--- config.mk ---
export PLATFORM = sky130hd
export DESIGN_NAME = tpt_ctl
export DESIGN_NICKNAME = d
export VERILOG_FILES = /design/src/tpt_pkg.sv /design/src/tpt_ctl.sv
export SDC_FILE = /design/constraint.sdc
export NUM_CORES = 1
export LEC_CHECK = 0
export BUFFER_PORTS_ARGS = -buffer_cell sky130_fd_sc_hd__buf_2
export CAP_MARGIN = 10
export CORE_MARGIN = 4
export CORE_UTILIZATION = 30
export CTS_CLUSTER_DIAMETER = 40
export DETAILED_ROUTE_END_ITERATION = 6
export HOLD_SLACK_MARGIN = 0.03
export PLACE_DENSITY = 0.57
export SETUP_SLACK_MARGIN = 0.02
export SLEW_MARGIN = 40
export SYNTH_ARGS = -nofsm -noshare
export SYNTH_HDL_FRONTEND = slang
export SYNTH_SLANG_ARGS = --single-unit
--- constraint.sdc ---
create_clock -name clk -period 1.7 [get_ports clk]
set_clock_uncertainty 0.05 [all_clocks]
set_input_delay 0.17 -clock clk [delete_from_list [all_inputs] [get_ports clk]]
set_output_delay 0.17 -clock clk [all_outputs]
set_load 0.01 [all_outputs]
--- src/tpt_pkg.sv ---
`default_nettype none

package tpt_pkg;

	// sizing
	localparam int MAX_NODES    = 64;
	localparam int MAX_DEGREE   = 64;
	localparam int STACK_DEPTH  = 128;
	localparam int RESULT_LIMIT = 64;

	localparam int OP_W      = 2;
	localparam int NODE_W    = 7;
	localparam int NIDX_W    = (MAX_NODES > 1) ? $clog2(MAX_NODES) : 1;
	localparam int DIDX_W    = (MAX_DEGREE > 1) ? $clog2(MAX_DEGREE) : 1;
	localparam int DEG_W     = $clog2(MAX_DEGREE + 1);
	localparam int NBR_DEPTH = MAX_NODES * MAX_DEGREE;
	localparam int NBR_AW    = $clog2(NBR_DEPTH);
	localparam int STK_AW    = $clog2(STACK_DEPTH);
	localparam int TOP_W     = $clog2(STACK_DEPTH + 1);
	localparam int CNT_W     = $clog2(RESULT_LIMIT + 1);

	typedef logic [NODE_W-1:0] node_t;

	typedef enum logic [OP_W-1:0] {
		OP_CLEAR = 2'd0,
		OP_ADD   = 2'd1,
		OP_WALK  = 2'd2,
		OP_NOP   = 2'd3
	} op_t;

	// stack entry: {visited, parent, node}
	typedef struct packed {
		logic  vis;
		node_t par;
		node_t node;
	} stk_ent_t;

	typedef enum logic [1:0] {
		SEL_A,
		SEL_B,
		SEL_CUR
	} deg_sel_t;

	typedef enum logic [3:0] {
		S_IDLE,
		S_DECODE,
		S_ADD_B_WR,
		S_ADD_A_RD,
		S_ADD_A_WR,
		S_RUN_CHK,
		S_ENTRY,
		S_DEG_WAIT,
		S_NB_RD,
		S_NB_CHK,
		S_FOUND,
		S_FINISH
	} state_t;

	typedef struct packed {
		logic     load_in;
		logic     clear;
		logic     mark_lost;
		logic     deg_rd;
		deg_sel_t deg_sel;
		logic     append;
		logic     append_b;
		logic     run_init;
		logic     push_start;
		logic     pop;
		logic     push_self;
		logic     nb_init;
		logic     nb_rd;
		logic     nb_push;
		logic     set_ovf;
		logic     found;
		logic     finish;
	} cmd_t;

	typedef struct packed {
		op_t  op;
		logic a_ok;
		logic b_ok;
		logic top_zero;
		logic stack_full;
		logic count_full;
		logic ent_vis;
		logic cnt_zero;
		logic nb_is_par;
		logic pend_valid;
		logic out_free;
	} sts_t;

endpackage

`default_nettype wire

--- src/tpt_ctl.sv ---
`default_nettype none

module tpt_ctl import tpt_pkg::*; (
	input  wire       clk,
	input  wire       arst_n,
	input  wire       in_valid,
	output logic      in_ready,
	input  wire sts_t sts,
	output cmd_t      cmd
);

	state_t state_q;
	state_t state_d;

	always_ff @(posedge clk or negedge arst_n) begin
		if (!arst_n) begin
			state_q <= S_IDLE;
		end else begin
			state_q <= state_d;
		end
	end

	always_comb begin
		state_d  = state_q;
		cmd      = '0;
		in_ready = 1'b0;
		case (state_q)
			S_IDLE: begin
				in_ready = 1'b1;
				if (in_valid) begin
					cmd.load_in = 1'b1;
					state_d     = S_DECODE;
				end
			end
			S_DECODE: begin
				case (sts.op)
					OP_CLEAR: begin
						cmd.clear = 1'b1;
						state_d   = S_IDLE;
					end
					OP_ADD: begin
						if (!sts.a_ok || !sts.b_ok) begin
							cmd.mark_lost = 1'b1;
							state_d       = S_IDLE;
						end else begin
							cmd.deg_rd  = 1'b1;
							cmd.deg_sel = SEL_B;
							state_d     = S_ADD_B_WR;
						end
					end
					OP_WALK: begin
						cmd.run_init = 1'b1;
						if (!sts.a_ok) begin
							state_d = S_FINISH;
						end else begin
							cmd.push_start = 1'b1;
							state_d        = S_RUN_CHK;
						end
					end
					OP_NOP: begin
						state_d = S_IDLE;
					end
					default: begin
						state_d = S_IDLE;
					end
				endcase
			end
			S_ADD_B_WR: begin
				// owner b takes a
				cmd.append   = 1'b1;
				cmd.append_b = 1'b1;
				state_d      = S_ADD_A_RD;
			end
			S_ADD_A_RD: begin
				// separate cycle so a self loop sees the updated length
				cmd.deg_rd  = 1'b1;
				cmd.deg_sel = SEL_A;
				state_d     = S_ADD_A_WR;
			end
			S_ADD_A_WR: begin
				cmd.append = 1'b1;
				state_d    = S_IDLE;
			end
			S_RUN_CHK: begin
				if (sts.top_zero || sts.count_full) begin
					state_d = S_FINISH;
				end else begin
					cmd.pop = 1'b1;
					state_d = S_ENTRY;
				end
			end
			S_ENTRY: begin
				if (sts.ent_vis) begin
					state_d = S_FOUND;
				end else if (sts.stack_full) begin
					cmd.set_ovf = 1'b1;
					state_d     = S_FINISH;
				end else begin
					cmd.push_self = 1'b1;
					cmd.deg_rd    = 1'b1;
					cmd.deg_sel   = SEL_CUR;
					state_d       = S_DEG_WAIT;
				end
			end
			S_DEG_WAIT: begin
				cmd.nb_init = 1'b1;
				state_d     = S_NB_RD;
			end
			S_NB_RD: begin
				if (sts.cnt_zero) begin
					state_d = S_RUN_CHK;
				end else begin
					cmd.nb_rd = 1'b1;
					state_d   = S_NB_CHK;
				end
			end
			S_NB_CHK: begin
				if (sts.nb_is_par) begin
					state_d = S_NB_RD;
				end else if (sts.stack_full) begin
					cmd.set_ovf = 1'b1;
					state_d     = S_FINISH;
				end else begin
					cmd.nb_push = 1'b1;
					state_d     = S_NB_RD;
				end
			end
			S_FOUND: begin
				if (!sts.pend_valid || sts.out_free) begin
					cmd.found = 1'b1;
					state_d   = S_RUN_CHK;
				end
			end
			S_FINISH: begin
				if (sts.out_free) begin
					cmd.finish = 1'b1;
					state_d    = S_IDLE;
				end
			end
			default: begin
				state_d = S_IDLE;
			end
		endcase
	end

endmodule

`default_nettype wire

# After elaboration in Yosys (flattened, before gate mapping)
# Cells that the tools add are included.
[totals] reg_bits=4 inputBits=15 word_cells=75
[op_classes] eq_ne=17 muxes=46 reduce_logical=11
[op_table] cell="4-bit one-hot mux with 11 select lines" n=1
[op_table] cell="4-bit 2-to-1 mux" n=10
[op_table] cell="1-bit 2-to-1 mux" n=23
[op_table] cell="4-bit by 3-bit == test with 1-bit output (second input constant)" n=4
[op_table] cell="4-bit == test (second input constant)" n=4
[op_table] cell="2-bit 2-to-1 mux" n=6
[op_table] cell="4-bit one-hot mux with 3 select lines" n=1
[op_table] cell="3-bit 2-to-1 mux" n=3
[op_table] cell="3-bit one-hot mux with 3 select lines" n=1
[op_table] cell="4-bit by 2-bit == test with 1-bit output (second input constant)" n=2
[op_table] cell="2-bit inequality test (second input constant)" n=3
[op_table] cell="2-bit == test (second input constant)" n=2
[op_table] cell="4-bit by 1-bit == test with 1-bit output (second input constant)" n=1
[op_table] cell="4-bit logical NOT" n=1
[op_table] cell="2-bit OR reduction" n=2
[op_table] cell="1-bit logical NOT" n=3
[op_table] cell="1-bit logical OR" n=3
[op_table] cell="3-bit AND reduction" n=1
[op_table] cell="2-bit by 1-bit == test with 1-bit output (second input constant)" n=1
[op_table] cell="2-bit logical NOT" n=1
[op_table] cell="1-bit one-hot mux with 2 select lines" n=1

# Depth between registers and ports, before layout
[depth] word_depth=5 mapped_depth=6 depth_no_buf=4

# Worst setup path before layout
# No wires, ideal clock.
[synth_timing] path_type="register -> output" start="register state_q[2]" end="output cmd[14] (netlist bit)" arrival_time_ps=1452 path_slack_ps=28 path_stages_with_launch=6 path_cell_list="dfrtp_1 buf_6 or2_1 buf_6 nor4_2 nand2b_1"
[synth_lines] item="from (decl)" line_no="tpt_ctl.sv:12" rtl="state_t state_q;"
[synth_lines] item="from (signal assigned)" line_no="tpt_ctl.sv:19" rtl="state_q <= state_d;"
[synth_lines] item="to (decl)" line_no="tpt_ctl.sv:9" rtl="output cmd_t cmd"

==> results.toml <==
[yosys]
synthArstFlopShare_pct = 100
synth_cells = 79
synth_cell_type_count = 31
ys_ff_latch = 4
yosysWarningCount = 0
synth_edf_count = 0
ys_seq_area_share_pct = 17.2
synth_flop_cell = "dfrtp_1"
synth_area_um2 = 581
synth.avg_cell_area_um2 = 7.35
synth_fp_nets = 94

[cells_and_area]
multiInputGateArea_um2 = 553
fin_cells = 152
drive_above_1_share_pct = 63.0
diodes = 0
reg_top3 = "state_q x4"
top_register = "state_q"
syn_to_final_growth_pct = 83.0
nets = 144
largest_register_ffs = 4
regArea_um2 = 104
fillerInstances = 161

[placement]
dp.cells = 138
place_ws_ps = 85.6
io_buffers = 33
routabilityCongestion = 0.853
dpl.hpwl_um = 1550

[critical_path]
cpPeakStageDelay_ps = 390
critPathBufInv = 2
cp-start-kind = "flop"
crit_path_max_fanout = 7
crit_required_ps = 1480
crit_arrival_ps = 1480
crit_type = "reg2out"
worstSetupEndpointType = "output pin"
cp_cell_sequence = "buf_6 > nor3_2 > mux2_4 > nand3b_1 > nand2b_1 > buf_2"
critPathSlowestCell = "dfrtp_1"
cp_top_family = "simple AND/OR/NAND/NOR gates"

[die]
num_io_pins = 34
die_h_um = 52.0
core_um2 = 1780
initial_core_util_pct = 32.6
die_area_um2 = 2700
std_cell_rows = 15
die-width_um = 52.0

[global_route]
grt_pass1_wl_um = 3430
grt_pass1_vias = 809
grt_max_degree = 13
grt_usage_pct = 16.7
antenna_found_initial = 0
globalRouteOverflowTotal = 0

[clock_tree]
cts.path.max_buffers = 2
clk_latency_ps = 250
clock-root-buffer = "clkbuf_4"
numClockSinks = 4
cts_buffers = 3
h-tree-depth = 1
clkTransAtPathRegs_ps = 40
cts_tree = "yes"

[power_and_ir_drop]
p_per_area_nw_per_um2 = 1550
ir_drop_mv = 0.757
p_clk_share_pct = 7.6
p_sw_uw = 777
intPower_uw = 866
p_leak_uw = 0.000482
seqPwrFrac_pct = 12.0
combPwrFrac_pct = 80.4
switching_share_pct = 47.3

[timing]
period_share_pct = 99.9
worst_slew_pin_slew_ps = 429
final-max-slew-violation-count = 0
finalWorstSetupSlack_ps = 1.84
rsz0062_at_grt = "true"
finalSetupViolCount = 0
finalHoldViolCount = 0
min_period_ps = 1700
relSlewSlack_pct = 71.1
timing.fmax_ghz = 0.589

[route]
antenna_left = 0
vias_per_cell = 5.52
dr.pass1.iters = 4
wl_um = 2330
remaining_drc_errors = 0
vias = 839
initialDrtViolationCount = 44
wire_per_inst_um = 15.3

[job]
maxCapViolCount = 0

[status]
status = "complete, no violations"

[min_path]
hp-class = "in2reg"
-- cell usage after synthesis (all sizes together), types with 2 or more instances --
cell	number	area [µm²]
nor4	10	90.1
a211oi	2	15.0
nand3b	2	15.0
and2	2	12.5
o32ai	2	17.5
clkbuf	4	15.0
nand2	3	11.3
a21oi	3	18.8
o21ai	2	10.0
buf	5	37.5
nand3	4	20.0
nand2b	6	37.5
inv	2	7.51
nor2	6	22.5
nor3	11	55.1
dfrtp	4	100
-- layout by cell type, fill, tap and decap left out, types with 3 or more instances in the layout --
cell type  instances
nor4_1             5
buf_2             33
nand2_1            3
nor3_1             6
buf_4             15
nor4_4             4
dfrtp_2            3
nand2b_4           4
nor2_1             6
buf_6              5
nor3_2             4
clkbuf_4           3
nand3_1            4
-- worst register-to-register path: cells and delay by family, from the launching register on --
kind | cells | cell delay, ps
AOI/OAI and AO/OA | 2 | 270
and+or+nand+nor | 2 | 690
DFF | 1 | 390
buffers and inverters | 1 | 140
-- cells by family after synthesis --
family | after synthesis | synth area share [%]
xor gates and xnor gates | 1 | 1.51
AOI/OAI and AO/OA | 11 | 12.9
buffers and inverters | 11 | 10.3
muxes | 1 | 1.94
DFF | 4 | 17.2
and+or+nand+nor | 51 | 56.0
-- final cells by class --
class                           count  area share, %
Clock buffer                        3           2.12
Inverter                            2          0.707
Multi-Input combinational cell     64           52.1
Sequential cell                     4           9.78
Timing Repair Buffer               54           32.4
Tap cell                           25           2.94
-- metrics by stage --
stage	area, µm²	power (µW)	hold WS, ps	setup TNS [ps]	utilization (%)
2_1_floorplan	581	797	-176	0	-
3_3_place_gp	800	1040	-68.5	0	44.8
3_5_place_dp	800	1050	-67.0	0	44.8
4_1_cts	915	1330	129	-66.1	51.3
5_1_grt	1060	1740	136	-131	59.6
6_report	1060	1640	134	0	59.6
-- per-layer routing --
layer / part of all wire [%] / global-route usage, % / routed length [µm]
met1: 42 / 20.6 / 970
met2: 50 / 26.6 / 1160
met3: 6.9 / 2.29 / 160
met4: 1.9 / 11.4 / 44
met5: 0 / 0 / 0
-- power by group through the flow --
stage	combinational, µW	sequential [µW]	clock [µW]
floorplan	628	169	0
global placement	852	191	0
detailed placement	858	193	0
CTS	1020	185	126
global route	1400	204	135
finish	1320	197	125
-- worst paths after layout --
kind                            start         end  slack, ps  depth (start not counted)
setup reg to reg           state_q[0]  state_q[0]         20                          5
max in group asynchronous      arst_n  state_q[1]       1240                          2
hold reg to reg            state_q[0]  state_q[0]        740                          3
min in group asynchronous      arst_n  state_q[0]        220                          2
setup / recovery           state_q[0]     cmd[14]          2                          6
hold / removal                 sts[0]  state_q[0]        130                          2
-- what timing repair did --
item,CTS,global route
gates resized for setup,13,20
pin swaps,4,4
hold buffers,1,0
hold endpoints to repair,4,0
setup buffers,3,7
endpoints found under the setup margin,11,18
Power figures use the tool's default switching activity.
